[src/rtl/nic_pkg.sv]
// Shared types and constants for the normalized image convolution block.
// No dependencies; every other file in rtl/ but nic_linebuf.sv uses this package.
package nic_pkg;

  // Default sizes handed to the top level parameters
  localparam int MAX_KERNEL_DEF  = 5;
  localparam int LINE_MAX_DEF    = 4096;
  localparam int CHANNELS_DEF    = 4;
  localparam int SAMPLE_BITS_DEF = 16;

  // Port field widths
  localparam int FIELD_W    = 16;
  localparam int CFG_IDX_W  = 3;
  localparam int CFG_DATA_W = 63;
  localparam int TAP_W      = 7;

  // Configuration register indexes
  localparam logic [CFG_IDX_W-1:0] REG_COEF_A  = 3'd0;
  localparam logic [CFG_IDX_W-1:0] REG_COEF_B  = 3'd1;
  localparam logic [CFG_IDX_W-1:0] REG_COEF_C  = 3'd2;
  localparam logic [CFG_IDX_W-1:0] REG_SHAPE   = 3'd3;
  localparam logic [CFG_IDX_W-1:0] REG_LINE_W  = 3'd4;
  localparam logic [CFG_IDX_W-1:0] REG_LAYOUT  = 3'd5;
  localparam logic [CFG_IDX_W-1:0] REG_WIDE    = 3'd6;

  // Register reset values
  localparam logic [11:0] SHAPE_RST  = 12'd603;
  localparam logic [12:0] LINE_W_RST = 13'd4096;
  localparam logic [9:0]  LAYOUT_RST = 10'd8;

  // Channel operation codes; the reserved code acts as nop
  localparam logic [1:0] OP_NOP  = 2'd0;
  localparam logic [1:0] OP_COPY = 2'd1;
  localparam logic [1:0] OP_CONV = 2'd2;
  localparam logic [1:0] OP_RSVD = 2'd3;

  typedef struct packed {
    logic [FIELD_W-1:0] pix_ch0;
    logic [FIELD_W-1:0] pix_ch1;
    logic [FIELD_W-1:0] pix_ch2;
    logic [FIELD_W-1:0] pix_ch3;
    logic               frame_start;
  } pix_in_t;

  typedef struct packed {
    logic [FIELD_W-1:0] res_ch0;
    logic [FIELD_W-1:0] res_ch1;
    logic [FIELD_W-1:0] res_ch2;
    logic [FIELD_W-1:0] res_ch3;
    logic               row_end;
  } pix_out_t;

  // Sequencer to lane control
  typedef struct packed {
    logic clr;
    logic mac;
    logic origin;
    logic div_ld;
    logic div_step;
  } lane_ctrl_t;

endpackage

[src/rtl/nic_merge.sv]
// Merge stage: gathers lane results into one output request and holds it
// in the output register until taken. Depends on nic_pkg.
module nic_merge #(
  parameter int SAMPLE_BITS = 16
) (
  input  logic                   clk_i,
  input  logic                   rst_ni,
  input  logic                   load_i,
  input  logic [SAMPLE_BITS-1:0] res_i [4],
  input  logic                   row_end_i,
  output logic                   out_valid_o,
  input  logic                   out_stall_i,
  output nic_pkg::pix_out_t      out_data_o
);
  import nic_pkg::*;

  logic     valid_q, valid_d;
  pix_out_t data_q;

  // output valid
  always_comb begin
    valid_d = valid_q;
    if (load_i) begin
      valid_d = 1'b1;
    end else if (valid_q && !out_stall_i) begin
      valid_d = 1'b0;
    end
  end

  always_ff @(posedge clk_i or negedge rst_ni) begin
    if (!rst_ni) begin
      valid_q <= 1'b0;
    end else begin
      valid_q <= valid_d;
    end
  end

  // payload
  always_ff @(posedge clk_i) begin
    if (load_i) begin
      data_q.res_ch0 <= FIELD_W'(res_i[0]);
      data_q.res_ch1 <= FIELD_W'(res_i[1]);
      data_q.res_ch2 <= FIELD_W'(res_i[2]);
      data_q.res_ch3 <= FIELD_W'(res_i[3]);
      data_q.row_end <= row_end_i;
    end
  end

  assign out_valid_o = valid_q;
  assign out_data_o  = data_q;

endmodule

[config.mk]
export PLATFORM = sky130hd
export DESIGN_NAME = nic_merge
export DESIGN_NICKNAME = d
export VERILOG_FILES = /design/src/rtl/nic_pkg.sv /design/src/rtl/nic_merge.sv
export SDC_FILE = /design/constraint.sdc
export NUM_CORES = 1
export LEC_CHECK = 0
export BUFFER_PORTS_ARGS = -buffer_cell sky130_fd_sc_hd__buf_2
export CAP_MARGIN = 20
export CORE_ASPECT_RATIO = 0.8
export CORE_UTILIZATION = 25
export DETAILED_ROUTE_END_ITERATION = 8
export GPL_TIMING_DRIVEN = 0
export SYNTH_ARGS = -nofsm -noshare
export SYNTH_HDL_FRONTEND = slang
export SYNTH_SLANG_ARGS = --single-unit
[constraint.sdc]
create_clock -name clk_i -period 0.8 [get_ports clk_i]
set_input_delay 0.12 -clock clk_i [delete_from_list [all_inputs] [get_ports clk_i]]
set_output_delay 0.12 -clock clk_i [all_outputs]
set_load 0.01 [all_outputs]
[Yosys cells after proc, flatten, opt, wreduce, memory -nomap -nowiden]
Cells that the tools add are included.
Cells by class
  reduce and logical (&&, ||, !) cells: 3
  muxes and demuxes: 2
Operators by type and width (number)
  $mux 1: 2
  $reduce_bool 2->1: 1
  $logic_and 1x1->1: 1
  $logic_not 1->1: 1
Storage, ports and cells
  output and inout port bits: 66
  flip-flop bits (word level): 66
  logic and storage cells: 11
  input port bits: 69

[Depth between registers and ports, before layout]
  word-level depth: 4
  gate-level depth with buffers: 1
  depth with buffers taken out: 1

[Worst setup path before layout]
Ideal clock, no wire load.
  path kind: register to register
  from: register valid_q (netlist: out_valid_o)
  to: register valid_q (netlist: out_valid_o)
  library setup time: 0.118 ns
  stages on the path, launching flop included: 2
  path slack: 0.137 ns
  period minus slack after synthesis: 0.663 ns
  arrival time: 0.545 ns
  required time: 0.682 ns
  cells stage by stage: dfrtp_1 -> a21o_1
On the way
  cells in the longest elaborated chain, start to end: 2
RTL lines
  start, declared: line nic_merge.sv:17  | logic valid_q, valid_d;
  start signal, assigned: line nic_merge.sv:34  | valid_q <= valid_d;
  $logic_and 1x1->1: line nic_merge.sv:25  | end else if (valid_q && !out_stall_i) begin
  $reduce_bool 2->1 (no line)
No other way between the ends.
A chain may end at the register's enable or synchronous reset.

[Worst setup path in the final report]
  from: register data_q, in the netlist out_data_o[48]
  to: output port out_data_o[48] (netlist name)
RTL lines
  start, declared: line nic_merge.sv:18  | pix_out_t data_q;
  end, declared: line nic_merge.sv:13  | output nic_pkg::pix_out_t out_data_o
No word-level cell between the ends.

==> impl_metrics.json <==
{
  "status": "complete, but fails checks",
  "violations": "setup timing",
  "final_common_cell": "buf_2",
  "n_antenna_cell": 0,
  "antenna_found_initial": 0,
  "path_clk_slew_ns": 0.07,
  "fmax_ghz": 0.999,
  "final_cell_mix": "132 x buf_2, 67 x dlygate4sd3_1, 65 x edfxtp_1",
  "crit_path_start_kind": "register",
  "slew_viol_final": 0,
  "fill_cells": 656,
  "slowest_delay_ns": 0.39,
  "drt_pass1_iterations": 4,
  "insertion_delay_ns": 0.33,
  "via_count": 1503,
  "syn_area_um2": 1980,
  "criticalPathCategory": "register to output pin",
  "grt_max_degree": 35,
  "drtAntennaViolNets": 0,
  "multi_input_area_um2": 7.51,
  "synth_seq_cells": 66,
  "fin_nets": 350,
  "synth_nets": 136,
  "hold_path_class": "input pin to asynchronous set/reset pin",
  "rows": 28,
  "grtUsageTotal": 0.128,
  "grt_pass1_wl_um": 7580,
  "syn_to_final_growth_pct": 87.1,
  "path_buf_inv": 1,
  "drt-vias-per-instance": 3.84,
  "finalInstanceArea_um2": 3710,
  "maxCapViolations": 0,
  "crit_required_ns": 0.68,
  "yosysUniqueCellTypes": 3,
  "setup_violations": 66,
  "synth_top_area_share": 0.984,
  "drive_gt1_frac": 0.528,
  "r2r_start": "out_valid_o$_DFFE_PN0P_",
  "rsz0062_at_grt": "true",
  "synthTopCellsByArea": "edfxtp_1 98%, dfrtp_1 1.3%, a21o_1 0.38%",
  "placed_area_um2": 2810,
  "synth_top_cell_by_area": "edfxtp_1",
  "numCtsBuffers": 9,
  "synth_cells": 67,
  "drc": 0,
  "ys_warn_count": 0,
  "rr_worst_depth": 2,
  "clock_skew_ns": 0,
  "h-tree-depth": 3,
  "coreArea_um2": 7530,
  "hpwl_um": 2860,
  "maxSlewHeadroom": 0.714,
  "vdd_ir_drop_max_uv": 1200,
  "leakage_nw": 1.59,
  "post-route-period-util": 1.25,
  "dr.first_iter.drc_count": 33,
  "grt_pass1_vias": 1624,
  "cpLargestDelayFamily": "flip-flops",
  "die_h_um": 81.7,
  "die_w_um": 102,
  "yosysSeqAreaShare": 0.996,
  "cts_tree": "yes",
  "cp_cell_sequence": "buf_2",
  "pin_count": 135,
  "wirelength_um": 5170,
  "slowest_stage": "edfxtp_1",
  "tightest_slew_ns": 0.430,
  "worstPathMaxFanout": 1,
  "portBuffers": 134,
  "fin_ws_ns": -0.201,
  "start_util": 0.263,
  "worstReg2RegEnd": "out_valid_o$_DFFE_PN0P_",
  "hold_viol": 0,
  "cts_sinks": 66,
  "gp_congestion": 0.628,
  "register_area_um2": 1980,
  "grt_overflow": 0,
  "whs_ns": 0.0996,
  "r2r_slack_ns": 0.02,
  "die-area_um2": 8300,
  "clk_path_buf_depth": 2,
  "wl_per_cell_um": 13.2,
  "end_kind": "output pin",
  "power.density_nw_per_um2": 2190,
  "syn_area_per_cell_um2": 29.6,
  "cp.arrival_ns": 0.88,
  "finalCriticalPeriod_ns": 1.00,
  "cts_root_buf": "clkbuf_8"
}
[cell usage after synthesis, drive strengths merged]
cell	n
dfrtp	1
a21o	1
edfxtp	65
[area by class of cell]
cell class | count | area share
clock buffers | 11 | 0.0381
flip-flops and latches | 66 | 0.533
clock inverters | 5 | 0.0209
repair buffers | 203 | 0.371
multi-input cells | 1 | 0.00202
well taps | 105 | 0.0354
[worst max-delay path by stage]
| stage | start | endpoint | slack [ns] | cells past startpoint |
|---|---|---|---|---|
| floorplan | out_valid_o$_DFFE_PN0P_ | out_valid_o$_DFFE_PN0P_ | 0.14 | 1 |
| global placement | load_i | out_data_o[35]$_DFFE_PP_ | -0.80 | 1 |
| detailed placement | load_i | out_data_o[3]$_DFFE_PP_ | -0.56 | 2 |
| CTS | out_data_o[32]$_DFFE_PP_ | out_data_o[32] | -0.22 | 1 |
| global route | out_data_o[32]$_DFFE_PP_ | out_data_o[32] | -0.24 | 1 |
| finish | out_data_o[48]$_DFFE_PP_ | out_data_o[48] | -0.20 | 1 |
[what timing repair did]
action | in CTS | in global routing
endpoints found under the setup margin | 100 | 66
buffers inserted | 0 | 1
resized for setup | 1 | 1
hold buffers | 67 | 0
hold endpoints to repair | 67 | 0
[layer usage]
layer / track usage / vias to the layer above / wire length, um
li1: - / 699 / -
met1: 0.124 / 689 / 2000
met2: 0.224 / 103 / 2510
met3: 0.0630 / 12 / 532
met4: 0.0710 / 0 / 119
met5: 0 / - / 0
[stage by stage]
stage               total power, mW  worst slack [ns]   util  cells  setup TNS [ns]
global placement               4.86            -0.803  0.370    306          -52.52
CTS                            8.20            -0.224  0.491    390          -12.03
global route                   8.48            -0.244  0.493    391          -13.76
finish                         8.12            -0.201  0.493    391          -10.39
detailed placement             4.89            -0.555  0.373    307          -28.64
floorplan                      4.40             0.137      -     67               0
[registers in the layout (all words and copies together), names as in the netlist]
| name | cells |
|---|---|
| out_data_o | 65 |
| out_valid_o | 1 |
[worst register-to-register path: stages, from the launching register on]
cell     delay (ns)
dfrtp_1        0.40
buf_4          0.14
a21o_1         0.14
[logic make-up after synthesis]
logic type     synth area share
flip-flops                0.996
AO/OA/AOI/OAI           0.00378
[power breakdown]
part           internal (mW)  switching (mW)  total, mW
clock network           1.83            1.21       3.04
logic                  0.519           0.398      0.917
registers               4.10          0.0653       4.16
total                   6.45            1.67       8.12
No activity file was read; power rests on OpenSTA's default activity.
