**src/rtl/nic_pkg.sv**
```systemverilog
// Shared types and constants for the normalized image convolution block.
// No dependencies; every other file in rtl/ but nic_linebuf.sv uses this package.
package nic_pkg;

  // Default sizes handed to the top level parameters
  localparam int MAX_KERNEL_DEF  = 5;
  localparam int LINE_MAX_DEF    = 4096;
  localparam int CHANNELS_DEF    = 4;
  localparam int SAMPLE_BITS_DEF = 16;

  // Port field widths
  localparam int FIELD_W    = 16;
  localparam int CFG_IDX_W  = 3;
  localparam int CFG_DATA_W = 63;
  localparam int TAP_W      = 7;

  // Configuration register indexes
  localparam logic [CFG_IDX_W-1:0] REG_COEF_A  = 3'd0;
  localparam logic [CFG_IDX_W-1:0] REG_COEF_B  = 3'd1;
  localparam logic [CFG_IDX_W-1:0] REG_COEF_C  = 3'd2;
  localparam logic [CFG_IDX_W-1:0] REG_SHAPE   = 3'd3;
  localparam logic [CFG_IDX_W-1:0] REG_LINE_W  = 3'd4;
  localparam logic [CFG_IDX_W-1:0] REG_LAYOUT  = 3'd5;
  localparam logic [CFG_IDX_W-1:0] REG_WIDE    = 3'd6;

  // Register reset values
  localparam logic [11:0] SHAPE_RST  = 12'd603;
  localparam logic [12:0] LINE_W_RST = 13'd4096;
  localparam logic [9:0]  LAYOUT_RST = 10'd8;

  // Channel operation codes; the reserved code acts as nop
  localparam logic [1:0] OP_NOP  = 2'd0;
  localparam logic [1:0] OP_COPY = 2'd1;
  localparam logic [1:0] OP_CONV = 2'd2;
  localparam logic [1:0] OP_RSVD = 2'd3;

  typedef struct packed {
    logic [FIELD_W-1:0] pix_ch0;
    logic [FIELD_W-1:0] pix_ch1;
    logic [FIELD_W-1:0] pix_ch2;
    logic [FIELD_W-1:0] pix_ch3;
    logic               frame_start;
  } pix_in_t;

  typedef struct packed {
    logic [FIELD_W-1:0] res_ch0;
    logic [FIELD_W-1:0] res_ch1;
    logic [FIELD_W-1:0] res_ch2;
    logic [FIELD_W-1:0] res_ch3;
    logic               row_end;
  } pix_out_t;

  // Sequencer to lane control
  typedef struct packed {
    logic clr;
    logic mac;
    logic origin;
    logic div_ld;
    logic div_step;
  } lane_ctrl_t;

endpackage

```
**src/rtl/nic_lane.sv**
```systemverilog
// One channel lane: multiply-accumulate over the kernel, bit-serial divide
// by the tap sum, then clamp; copy mode passes the origin sample. Depends on nic_pkg.
module nic_lane #(
  parameter int MAX_KERNEL  = 5,
  parameter int SAMPLE_BITS = 16
) (
  input  logic                          clk_i,
  input  nic_pkg::lane_ctrl_t           ctrl_i,
  input  logic [SAMPLE_BITS-1:0]        sample_i,
  input  logic signed [nic_pkg::TAP_W-1:0] tap_i,
  input  logic signed [7+$clog2(MAX_KERNEL*MAX_KERNEL):0] dsum_i,
  input  logic [1:0]                    op_i,
  input  logic                          wide_i,
  output logic [SAMPLE_BITS-1:0]        res_o
);
  import nic_pkg::*;

  localparam int DW    = 8 + $clog2(MAX_KERNEL * MAX_KERNEL);
  localparam int ACC_W = SAMPLE_BITS + 8 + $clog2(MAX_KERNEL * MAX_KERNEL);
  localparam int QW    = ACC_W - 1;
  localparam int PW    = SAMPLE_BITS + TAP_W + 1;

  logic signed [ACC_W-1:0] acc_q;
  logic [SAMPLE_BITS-1:0]  copy_q;
  logic [QW-1:0]           quo_q;
  logic [DW-1:0]           rem_q;
  logic signed [PW-1:0]    prod;
  logic [DW-1:0]           trial;
  logic [QW-1:0]           val;
  logic [QW-1:0]           smax;

  assign prod = $signed({1'b0, sample_i}) * tap_i;

  // accumulate and catch the origin sample
  always_ff @(posedge clk_i) begin
    if (ctrl_i.clr) begin
      acc_q <= '0;
    end else if (ctrl_i.mac) begin
      acc_q <= acc_q + ACC_W'(prod);
    end
    if (ctrl_i.mac && ctrl_i.origin) begin
      copy_q <= sample_i;
    end
  end

  // restoring divider, one quotient bit a cycle
  assign trial = {rem_q[DW-2:0], quo_q[QW-1]};
  always_ff @(posedge clk_i) begin
    if (ctrl_i.div_ld) begin
      quo_q <= acc_q[QW-1:0];
      rem_q <= '0;
    end else if (ctrl_i.div_step) begin
      if (trial >= DW'(dsum_i)) begin
        rem_q <= trial - DW'(dsum_i);
        quo_q <= {quo_q[QW-2:0], 1'b1};
      end else begin
        rem_q <= trial;
        quo_q <= {quo_q[QW-2:0], 1'b0};
      end
    end
  end

  // normalize, clamp, select
  assign smax = wide_i ? QW'({SAMPLE_BITS{1'b1}}) : QW'(8'hFF);
  assign val  = (dsum_i > 0) ? quo_q : acc_q[QW-1:0];

  always_comb begin
    res_o = '0;
    unique case (op_i)
      OP_COPY: res_o = copy_q;
      OP_CONV: begin
        if (acc_q > 0) begin
          res_o = (val > smax) ? smax[SAMPLE_BITS-1:0] : val[SAMPLE_BITS-1:0];
        end
      end
      default: res_o = '0;
    endcase
  end

endmodule

```
**config.mk**
```make
export PLATFORM = sky130hd
export DESIGN_NAME = nic_lane
export DESIGN_NICKNAME = d
export VERILOG_FILES = /design/src/rtl/nic_pkg.sv /design/src/rtl/nic_lane.sv
export SDC_FILE = /design/constraint.sdc
export NUM_CORES = 1
export LEC_CHECK = 0
export BUFFER_PORTS_ARGS = -buffer_cell sky130_fd_sc_hd__clkbuf_2
export CAP_MARGIN = 40
export CORE_MARGIN = 1
export CORE_UTILIZATION = 45
export CTS_CLUSTER_DIAMETER = 120
export CTS_CLUSTER_SIZE = 8
export DETAILED_ROUTE_END_ITERATION = 8
export HOLD_SLACK_MARGIN = 0.1
export SETUP_SLACK_MARGIN = 0.2
export SLEW_MARGIN = 10
export SYNTH_ARGS = -nofsm -noshare
export SYNTH_HDL_FRONTEND = slang
export SYNTH_SLANG_ARGS = --single-unit
```
**constraint.sdc**
```tcl
create_clock -name clk_i -period 8.05 [get_ports clk_i]
set_clock_uncertainty 0.2 [all_clocks]
set_input_delay 1.61 -clock clk_i [delete_from_list [all_inputs] [get_ports clk_i]]
set_output_delay 1.61 -clock clk_i [all_outputs]
set_load 0.05 [all_outputs]
```
Word-level counts from Yosys, hierarchy flattened
Cells that the tools add are included.
{"block": "totals", "ff_bits": 85, "inputBits": 45, "out_inout_bits": 16, "wordCells": 24}
{"block": "classes", "addsub": 2, "multipliers": 1, "magnitude_cmp": 4, "n_eq_ne": 2, "muxes": 9, "reduce_logical": 2}
{"cell": "2-to-1 mux 28 bit", "n": 3}
{"cell": "2-to-1 mux 16 bit", "n": 3}
{"cell": "one-hot mux 16 bit (2 select lines)", "n": 1}
{"cell": "adder 29 x 24 -> 29 bit", "n": 1}
{"cell": "> comparator 29 x 1 -> 1 bit (second input constant)", "n": 1}
{"cell": "> comparator 28 x 16 -> 1 bit", "n": 1}
{"cell": "multiplier 17 x 7 -> 24 bit", "n": 1}
{"cell": "greater-or-equal comparator 13 bit", "n": 1}
{"cell": "> comparator 13 x 1 -> 1 bit (second input constant)", "n": 1}
{"cell": "2-to-1 mux 12 bit", "n": 1}
{"cell": "subtractor 12 bit", "n": 1}
{"cell": "equality test 2 x 1 -> 1 bit (second input constant)", "n": 1}
{"cell": "equality test 2 bit (second input constant)", "n": 1}
{"cell": "nonzero test 2 bit", "n": 1}
{"cell": "logical AND 1 bit", "n": 1}
{"cell": "2-to-1 mux 1 bit", "n": 1}

Longest topological paths before layout
Gate-level depths: netlist of the first run.
{"block": "depth", "word_depth": 6, "depth_mapped": 20, "depth_no_buf": 18}

Worst setup path before layout of the first run
Ideal clock, no wire load.
{"block": "synth_timing", "path_type": "input-to-output", "from": "input port dsum_i[11]", "to": "output port res_o[13]", "arrival_time_ns": 5.195, "required_time_ns": 6.240, "setup_slack_ns": 1.045, "path_stages": 15, "path_buffers": 2, "path_cell_list": "nor4_2 -> a31oi_2 -> buf_4 -> buf_1 -> mux2i_1 -> inv_1 -> ha_1 -> a21o_1 -> a21o_1 -> a21o_1 -> a31oi_1 -> o21bai_1 -> a21oi_2 -> nand2_1 -> o211ai_1"}
{"block": "synth_via", "elab_chain_cells": 6}
{"item": "start: declaration", "line_no": "nic_lane.sv:11", "text": "input logic signed [7+$clog2(MAX_KERNEL*MAX_KERNEL):0] dsum_i,"}
{"item": "> comparator 13 x 1 -> 1 bit (*)", "line_no": "nic_lane.sv:65", "text": "assign val = (dsum_i > 0) ? quo_q : acc_q[QW-1:0];"}
{"item": "2-to-1 mux 28 bit (*)", "line_no": "nic_lane.sv:65"}
{"item": "> comparator 28 x 16 -> 1 bit", "line_no": "nic_lane.sv:73", "text": "res_o = (val > smax) ? smax[SAMPLE_BITS-1:0] : val[SAMPLE_BITS-1:0];"}
{"item": "2-to-1 mux 16 bit (*)", "line_no": "nic_lane.sv:73"}
{"item": "2-to-1 mux 16 bit (*)", "line_no": "nic_lane.sv:72", "text": "if (acc_q > 0) begin"}
{"item": "one-hot mux 16 bit (2 select lines) (*)", "line_no": "nic_lane.sv:69", "text": "unique case (op_i)"}
{"item": "end: declaration", "line_no": "nic_lane.sv:14", "text": "output logic [SAMPLE_BITS-1:0] res_o"}
Every way passes the cells marked *; elsewhere a longest branch is shown, timed or not.

Final worst setup path of the first run
{"block": "layout_timing", "from": "input port dsum_i[9]", "to": "output port res_o[11]"}
The elaborated chain is that of the path after synthesis.

==> results.py, run 1 <==
metrics = {
    "floorplanning": {
        "core_area_mm2": 0.0205,
        "row_count": 52,
        "ios": 61,
        "initial_core_util": 0.464,
        "die_w_um": 147,
        "die_area_mm2": 0.0217,
        "die_y_um": 147,
    },
    "final_layout": {
        "antenna-diode-count": 0,
        "mostFrequentLayoutCell": "inv_1",
        "nNetsFinal": 1288,
        "final_cell_mix": "inv_1 (175), fa_1 (93), ha_1 (93)",
        "area_delta_synth_final_pct": 9.07,
        "drive_gt1_frac": 0.121,
    },
    "critical_path": {
        "worstPathCellList": "clkbuf_2 > nor4_2 > a31oi_2 > buf_4 > mux2i_1 > inv_1 > ha_1 > a21o_1 > a21o_1 > a21o_1 > a31oi_1 > o21bai_1 > a21oi_2 > nand2_1 > o211ai_1 > clkbuf_2",
        "cp-start-kind": "input pin",
        "critPathKind": "in2out",
        "r2r_cells": 17,
        "path_max_fanout": 11,
        "worstSetupEndpointType": "output port",
        "crit_path_top_delay_cell": "o211ai_1",
        "cp.arrival_ps": 5230,
        "slowest_delay_ps": 460,
        "cp-startpoint": "dsum_i[9]",
        "crit_path_frequent_cell": "a21o_1",
        "r2r_start": "acc_q[6]$_SDFFE_PP0P_",
        "cp.required_ps": 6240,
    },
    "clock_tree": {
        "cts_hold_buf": 0,
        "cts_tree": "built",
        "worstSkewPairLatency_ps": 350,
        "clockBufferDepth": 2,
        "cts_setup_buffers": 0,
        "cts_root_buf": "clkbuf_16",
        "ctsResizeCount": 0,
        "cts_inserted_buffers": 9,
        "path_clk_slew_ps": 60,
        "cts.sinks": 85,
        "cts_max_level": 3,
    },
    "place": {
        "dp_hpwl_um": 17800,
        "portBuffers": 60,
        "globalplace.congestion": 0.899,
    },
    "global_route": {
        "overflow": 0,
        "grt_max_degree": 45,
        "grt_pass1_wl_um": 37600,
        "grt_pass1_vias": 7107,
        "track_usage": 0.221,
        "antenna_found_initial": 0,
    },
    "power": {
        "total_power_mw": 3.34,
        "irDropWorstVdd_mv": 0.196,
        "powerDensity_mw_per_mm2": 322,
        "p_leak_nw": 4.99,
    },
    "route": {
        "route.detailed.drc": 0,
        "drt-total-wl_um": 22200,
        "drt_iter0_markers": 313,
        "antenna_left": 0,
        "drt_pass1_iterations": 4,
        "wl_per_cell_um": 16.7,
        "via_per_inst": 5.30,
        "vias": 7064,
    },
    "synth": {
        "ys_warn_count": 0,
        "synth.avg_cell_area_um2": 9.40,
        "syn_area_mm2": 0.00950,
        "async_flop_share": 0,
        "ys.flop_type": "edfxtp_1",
        "syn_inst": 1011,
        "synth_seq_cells": 85,
        "synth_nets": 1242,
        "yosysUniqueCellTypes": 69,
        "synth_enable_flop_cells": 44,
        "yosysSeqAreaShare": 0.225,
    },
    "min_path": {
        "worstHoldStart": "rem_q[4]$_SDFFE_PP0P_",
        "hp-class": "reg2reg",
        "hold_path_depth": 2,
    },
    "timing": {
        "tns_ps": 0,
        "hold_violations": 0,
        "post-route-min-period_ps": 7040,
        "setup_viol": 0,
        "relSlewSlack": 0.407,
        "fin_crit_sh": 0.875,
        "max_freq_ghz": 0.142,
        "rsz0062_at_grt": "false",
        "worst_pin_slew_ps": 887,
        "slew_viol_final": 0,
    },
    "flow_run": {
        "maxCapViolCount": 0,
    },
    "run_status": {
        "outcome": "finished, final reports clean",
    },
}
-- critical path, delay by kind of cell --
kind | cells | cell delay (ps)
AO/OA/AOI/OAI | 8 | 1770
buffers and inverters | 4 | 740
AND/OR/NAND/NOR | 2 | 610
adder cells (fa/ha/maj) | 1 | 290
multiplexers | 1 | 220
-- where the power goes --
part | internal [mW] | switching (mW)
registers | 0.566 | 0.105
clock network | 0.273 | 0.179
logic | 0.957 | 1.26
total | 1.80 | 1.55
-- stage by stage --
step,instances,setup slack (ps),hold WS (ps),area [µm²],util
6_report,1332,1010,307,10400,0.506
3_5_place_dp,1316,921,300,10000,0.490
4_1_cts,1332,1030,309,10400,0.506
3_3_place_gp,1316,965,296,10000,0.490
2_1_floorplan,1011,1050,267,9500,-
5_1_grt,1332,698,329,10400,0.506
-- cell type report --
cell class / count / area [µm²]
flip-flops and latches: 85 / 2140
repair buffers: 65 / 338
clock inverters: 6 / 87.6
clock buffers: 10 / 229
fillers: 1968 / 10100
multi-input cells: 720 / 6570
inverters: 176 / 661
well taps: 270 / 338
-- path summary, 6_finish.rpt --
check	end	slack [ps]
max	res_o[11]	1010
min	rem_q[4]$_SDFFE_PP0P_	310
max reg2reg	acc_q[28]$_SDFFE_PP0P_	3000
min reg2reg	rem_q[4]$_SDFFE_PP0P_	310
-- cells in the mapped netlist (5+ instances only) --
library cell,number,area share
inv_1,175,0.069
fa_1,93,0.20
ha_1,93,0.12
and2_1,85,0.056
nor2_1,61,0.024
nand2_1,55,0.022
edfxtp_1,44,0.14
dfxtp_1,41,0.086
a21oi_1,39,0.021
mux2i_1,33,0.035
mux2_2,29,0.034
clkbuf_1,21,0.0083
o21ai_0,19,0.010
xnor2_1,16,0.015
nand4_1,14,0.0092
o211ai_1,14,0.011
a211oi_1,13,0.010
a21o_1,12,0.0095
nor4_1,11,0.0072
nand2b_1,10,0.0066
nor2b_1,9,0.0059
xor2_1,9,0.0083
nor3_1,8,0.0042
a22o_1,7,0.0065
nand3_1,7,0.0037
o21ai_1,5,0.0026
o21bai_1,5,0.0040
-- flip-flops by register name (all words and copies together), names as in the netlist --
| name | cells |
|---|---|
| rem_q | 12 |
| quo_q | 28 |
| copy_q | 16 |
| acc_q | 29 |
-- kinds of logic (layout without fill, tap and decap cells) --
group | count (synthesis) | in the layout | share of synthesized area
buf+inv | 206 | 257 | 0.0832
flops | 85 | 85 | 0.225
compound gates | 156 | 156 | 0.114
xor+xnor | 25 | 25 | 0.0230
mux | 64 | 64 | 0.0723
simple gates | 289 | 289 | 0.163
fa+ha+maj | 186 | 186 | 0.318
-- layer usage --
metal | up-vias | global-route usage | wire, µm
met5 | - | 0 | 0
met4 | 0 | 0.0407 | 234
met3 | 17 | 0.0261 | 578
met2 | 102 | 0.363 | 10400
met1 | 3463 | 0.314 | 10900
li1 | 3482 | - | -
Note: power is estimated with default switching activity, not from simulation.
==> run 2: changes to the inputs <==
ABC_AREA = 1   (was unset)
CTS_BUF_LIST = sky130_fd_sc_hd__clkbuf_16   (was unset)
==> run 2 against run 1 <==
Register-to-register slack gained 380 ps. Cell area grew 2.7%. Fmax grew 9.9%. Worst hold slack lost 45 ps. Clock-buffer cell count is the same. Cell count grew 23%. Area after synthesis grew 3.5%. Total power grew 4.5%. Synthesized cell count grew 31%. Clock power shrank 9.1%. Worst setup slack gained 640 ps.
==> results.py, run 2 <==
metrics = {
    "run_status": {
        "outcome": "finished, final reports clean",
    },
    "clock_tree": {
        "cts_hold_buf": 0,
        "cts_root_buf": "clkbuf_16",
        "cts_tree": "built",
        "clockBufferDepth": 2,
        "cts_inserted_buffers": 9,
        "worstSkewPairLatency_ps": 350,
        "cts_setup_buffers": 0,
        "path_clk_slew_ps": 70,
        "cts_max_level": 3,
        "ctsResizeCount": 0,
        "cts.sinks": 85,
    },
    "final_layout": {
        "drive_gt1_frac": 0.0699,
        "reg_top3": "acc_q x29, quo_q x28, copy_q x16",
        "finalNonFillerCells": 1635,
        "nNetsFinal": 1586,
        "antenna-diode-count": 0,
        "mostFrequentLayoutCell": "inv_1",
        "largest_register": "acc_q",
        "final_util": 0.502,
        "final_cell_mix": "inv_1 (342), nand2_1 (264), fa_1 (93), ha_1 (93), o21ai_0 (90)",
        "area_delta_synth_final_pct": 8.27,
        "largest_reg_flops": 29,
    },
    "route": {
        "drt-total-wl_um": 24300,
        "antenna_left": 0,
        "drt_pass1_iterations": 5,
        "via_per_inst": 5.01,
        "wl_per_cell_um": 14.9,
        "vias": 8184,
        "drt_iter0_markers": 560,
        "route.detailed.drc": 0,
    },
    "critical_path": {
        "cp.arrival_ps": 6450,
        "cp-start-kind": "input pin",
        "path_max_fanout": 17,
        "cp.required_ps": 8100,
        "r2r_start": "acc_q[6]$_SDFFE_PP0P_",
        "worstSetupEndpointType": "register",
        "critPathKind": "in2reg",
        "cp-startpoint": "tap_i[6]",
    },
    "floorplanning": {
        "core_area_mm2": 0.0212,
        "initial_core_util": 0.463,
        "row_count": 53,
        "die_w_um": 150,
        "ios": 61,
        "die_area_mm2": 0.0224,
        "die_y_um": 150,
    },
    "synth": {
        "synth.top_cell.area_share": 0.189,
        "syn_inst": 1320,
        "synth.avg_cell_area_um2": 7.45,
        "ys_top_cells_by_count": "inv_1 (340), nand2_1 (264), fa_1 (93), ha_1 (93), o21ai_0 (90)",
        "yosysUniqueCellTypes": 44,
        "synthTopCellsByArea": "fa_1 (19%), edfxtp_1 (13%), inv_1 (13%)",
        "yosys.area.top_type": "fa_1",
        "ys_warn_count": 0,
        "yosysSeqAreaShare": 0.218,
        "async_flop_share": 0,
        "ys.flop_type": "edfxtp_1",
        "synth_enable_flop_cells": 44,
        "syn_area_mm2": 0.00983,
        "synth_seq_cells": 85,
        "synth_nets": 1551,
        "synth.most_common_cell": "inv_1",
    },
    "power": {
        "total_power_mw": 3.49,
        "powerDensity_mw_per_mm2": 328,
        "p_leak_nw": 5.92,
        "irDropWorstVdd_mv": 0.215,
    },
    "timing": {
        "slew_viol_final": 0,
        "setup_viol": 0,
        "worst_pin_slew_ps": 894,
        "max_freq_ghz": 0.156,
        "fin_crit_sh": 0.796,
        "relSlewSlack": 0.404,
        "whs_ps": 262,
        "post-route-min-period_ps": 6400,
        "tns_ps": 0,
        "hold_violations": 0,
        "rsz0062_at_grt": "false",
    },
    "global_route": {
        "overflow": 0,
        "grt_pass1_vias": 7795,
        "track_usage": 0.229,
        "grt_pass1_wl_um": 39400,
        "grt_max_degree": 51,
        "antenna_found_initial": 0,
    },
    "place": {
        "dp_cells": 1619,
        "portBuffers": 60,
        "dp_hpwl_um": 19800,
        "globalplace.congestion": 0.876,
    },
    "flow_run": {
        "maxCapViolCount": 0,
    },
    "min_path": {
        "worstHoldStart": "rem_q[11]$_SDFFE_PP0P_",
        "hp-class": "reg2reg",
    },
}
-- run 2: cell count changes after synthesis, sizes merged, moves of 9 or more --
cell    previous run  this run
a21oi             40        75
and2              86         0
inv              175       341
nand2b            10         0
nor2              61        77
nand2             55       269
mux2i             33         0
a211oi            15         0
mux2              31         0
clkbuf            21        30
nor2b              9         0
nand3              7        49
o21ai             26        97
-- run 2: path summary, 6_finish.rpt --
path                            end  cells past startpoint  slack, ps
max reg2reg  acc_q[21]$_SDFFE_PP0P_                     21       3380
min reg2reg  rem_q[11]$_SDFFE_PP0P_                      2        260
max          acc_q[21]$_SDFFE_PP0P_                     21       1650
min          rem_q[11]$_SDFFE_PP0P_                      2        260
-- run 2: layout make-up --
| type | count | area [µm²] |
|---|---|---|
| inverter | 343 | 1290 |
| sequential | 85 | 2140 |
| timing repair buffer | 63 | 350 |
| multi-input combinational | 853 | 6230 |
| fill | 2131 | 10600 |
| tap | 275 | 344 |
| clock inverter | 6 | 38.8 |
| clock buffer | 10 | 250 |
-- run 2: routing by layer --
layer  vias to the layer above  part of all wire  global-route usage
met5                         -                 0                   0
met4                         0             0.014              0.0556
met3                        28             0.030              0.0265
met2                       131              0.48               0.384
met1                      3886              0.48               0.314
li1                       4139                 -                   -
-- run 2: worst max-delay path, stage by stage --
cell	delay, ps
clkbuf_2	200
inv_1	320
or2_2	400
fa_1	510
fa_1	520
fa_1	520
fa_1	550
inv_1	50
ha_1	340
a21oi_1	130
o21ai_1	150
a21boi_0	290
inv_1	100
nand2_1	60
nand2_1	100
a21oi_2	200
o21bai_1	100
nand2_1	60
nand2_1	40
o21ai_1	140
inv_1	40
-- run 2: logic make-up after synthesis --
logic type | after synthesis | synth area share
buffers and inverters | 382 | 0.148
xor gates and xnor gates | 27 | 0.0241
and+or+nand+nor | 430 | 0.183
adders and majority gates | 186 | 0.308
DFF | 85 | 0.218
AOI/OAI and AO/OA | 210 | 0.119
-- run 2: stage by stage --
stage / area (µm²) / setup slack (ps)
floorplan: 9830 / 1870
global placement: 10300 / 1340
detailed placement: 10400 / 1270
CTS: 10600 / 1640
global route: 10600 / 1250
finish: 10600 / 1650
-- run 2: report_power, final --
part / internal, mW / switching [mW] / total [mW]
logic: 0.897 / 1.55 / 2.44
clock network: 0.228 / 0.183 / 0.411
registers: 0.552 / 0.0873 / 0.639
total: 1.68 / 1.82 / 3.49
==> run 3: changes to the inputs <==
clock period = 6.1 ns   (was 8.05 ns; I/O delays follow)
==> run 3 against run 2 <==
Die area did not move. Worst setup slack worse by 1200 ps. Largest cell class unchanged. Cell area up 1.9%. Global-route usage is 0.54 points higher. Register-to-register slack got worse by 1800 ps. Cell count increased by 1.4%. Via count rose by 2.4%. Worst hold slack better by 13 ps. Routed wire length up 3.0%. Critical path type unchanged. First-iteration DRC count fell by 5.0%. Clock-buffer cell count shrank 1. Utilization is 0.96 points higher.
==> results.py, run 3 (same netlist as run 2, synthesis figures left out) <==
metrics = {
    "power": {
        "total_power_mw": 4.81,
        "powerDensity_mw_per_mm2": 444,
        "irDropWorstVdd_mv": 0.291,
        "p_leak_nw": 6.02,
    },
    "route": {
        "drt-total-wl_um": 25100,
        "drt_pass1_iterations": 5,
        "via_per_inst": 5.05,
        "route.detailed.drc": 0,
        "drt_iter0_markers": 532,
        "wl_per_cell_um": 15.1,
        "antenna_left": 0,
        "vias": 8380,
    },
    "place": {
        "portBuffers": 60,
        "dp_cells": 1638,
        "globalplace.congestion": 0.876,
        "dp_hpwl_um": 20400,
        "pre_cts_ws_ps": -5.19,
    },
    "timing": {
        "relSlewSlack": 0.424,
        "worst_slack_ps": 402,
        "hold_violations": 0,
        "rsz0062_at_grt": "true",
        "fin_crit_sh": 0.934,
        "max_freq_ghz": 0.175,
        "worst_pin_slew_ps": 861,
        "post-route-min-period_ps": 5700,
        "setup_viol": 0,
        "slew_viol_final": 0,
    },
    "run_status": {
        "outcome": "finished, final reports clean",
    },
    "final_layout": {
        "nNetsFinal": 1609,
        "final_cell_mix": "inv_1 (340), nand2_1 (264), fa_1 (93)",
        "reg_top3": "acc_q x29, quo_q x28, copy_q x16",
        "finalNonFillerCells": 1658,
        "mostFrequentLayoutCell": "inv_1",
        "drive_gt1_frac": 0.0904,
        "antenna-diode-count": 0,
        "largest_reg_flops": 29,
        "largest_register": "acc_q",
        "final_util": 0.511,
        "area_delta_synth_final_pct": 10.3,
    },
    "global_route": {
        "grt.met1_usage": 0.321,
        "track_usage": 0.234,
        "antenna_found_initial": 0,
        "met2_usage": 0.400,
        "grt_max_degree": 51,
        "use_met3": 0.0201,
        "grt_pass1_wl_um": 40500,
        "top_usage_layer": "met2",
        "overflow": 0,
        "grt_pass1_vias": 8065,
    },
    "clock_tree": {
        "cts_tree": "built",
        "cts_max_level": 3,
        "clockBufferDepth": 2,
        "worstSkewPairLatency_ps": 350,
        "cts.sinks": 85,
        "path_clk_slew_ps": 70,
        "cts_hold_buf": 0,
        "cts_root_buf": "clkbuf_16",
        "cts_inserted_buffers": 9,
    },
    "critical_path": {
        "critPathKind": "in2reg",
        "cp.required_ps": 6140,
        "crit_path_top_delay_cell": "fa_1",
        "cp_num_buf_inv": 6,
        "cp_top_family": "adder cells",
        "path_max_fanout": 6,
        "slowest_delay_ps": 540,
        "cp-start-kind": "input pin",
        "worstPathCellList": "clkbuf_4 > clkinvlp_4 > or2_2 > fa_1 > inv_1 > fa_1 > inv_1 > fa_1 > fa_1 > inv_1 > ha_1 > a21o_1 > a21oi_1 > o21ai_0 > a21oi_1 > nand3_1 > a21oi_1 > o21ai_0 > o211ai_1 > inv_1",
        "worstSetupEndpointType": "register",
        "cp.arrival_ps": 5740,
    },
    "floorplanning": {
        "initial_core_util": 0.463,
        "die_y_um": 150,
        "die_w_um": 150,
        "row_count": 53,
        "die_area_mm2": 0.0224,
        "ios": 61,
        "core_area_mm2": 0.0212,
    },
    "min_path": {
        "hp-class": "reg2reg",
    },
    "flow_run": {
        "maxCapViolCount": 0,
    },
}
-- run 3: cell count changes in the layout (fill, tap and decap cells not counted), sizes merged --
cell | previous run | this run
clkbuf | 70 | 69
clkinvlp | 0 | 4
clkinv | 5 | 4
inv | 344 | 343
buf | 3 | 25
-- run 3: power by group --
group | switching [mW] | internal (mW)
clock network | 0.243 | 0.274
logic | 2.10 | 1.35
registers | 0.115 | 0.729
-- run 3: cell type report --
class | instances | area, µm²
Multi-Input combinational cell | 853 | 6260
Clock inverter | 7 | 41.3
Timing Repair inverter | 1 | 7.51
Tap cell | 275 | 344
Fill cell | 2157 | 10400
Clock buffer | 9 | 225
Sequential cell | 85 | 2140
Timing Repair Buffer | 85 | 531
Inverter | 343 | 1290
-- run 3: routing by layer --
metal	part of all wire	wire length, µm	vias to the layer above
met5	0	0	-
met4	0.0095	238	0
met3	0.036	895	14
met2	0.48	12100	152
met1	0.47	11800	4006
li1	-	-	4208
-- run 3: final timing paths --
| check | start | slack (ps) | end | cells after the start |
|---|---|---|---|---|
| worst min register to register | rem_q[1]$_SDFFE_PP0P_ | 270 | rem_q[1]$_SDFFE_PP0P_ | 2 |
| worst max register to register | acc_q[6]$_SDFFE_PP0P_ | 1630 | acc_q[21]$_SDFFE_PP0P_ | 21 |
| worst min-delay path | rem_q[1]$_SDFFE_PP0P_ | 270 | rem_q[1]$_SDFFE_PP0P_ | 2 |
| worst max-delay path | tap_i[6] | 400 | acc_q[26]$_SDFFE_PP0P_ | 20 |
-- run 3: tightest hold or removal path, stage by stage (launching register included) --
cell,delay (ps)
dfxtp_1,330
nand2_1,70
nand2_1,40
-- run 3: through the flow --
stage,TNS [ps],hold WS [ps],area (µm²)
global route,0,291,10800
finish,0,275,10800
CTS,0,277,10800
detailed placement,-9.45,266,10500
global placement,0,245,10400
floorplan,0,230,9830
-- run 3: repair_timing --
| item | in CTS | in global routing |
|---|---|---|
| setup endpoints to repair | 0 | 4 |
| resized for setup | 0 | 11 |
| buffers inserted | 0 | 2 |
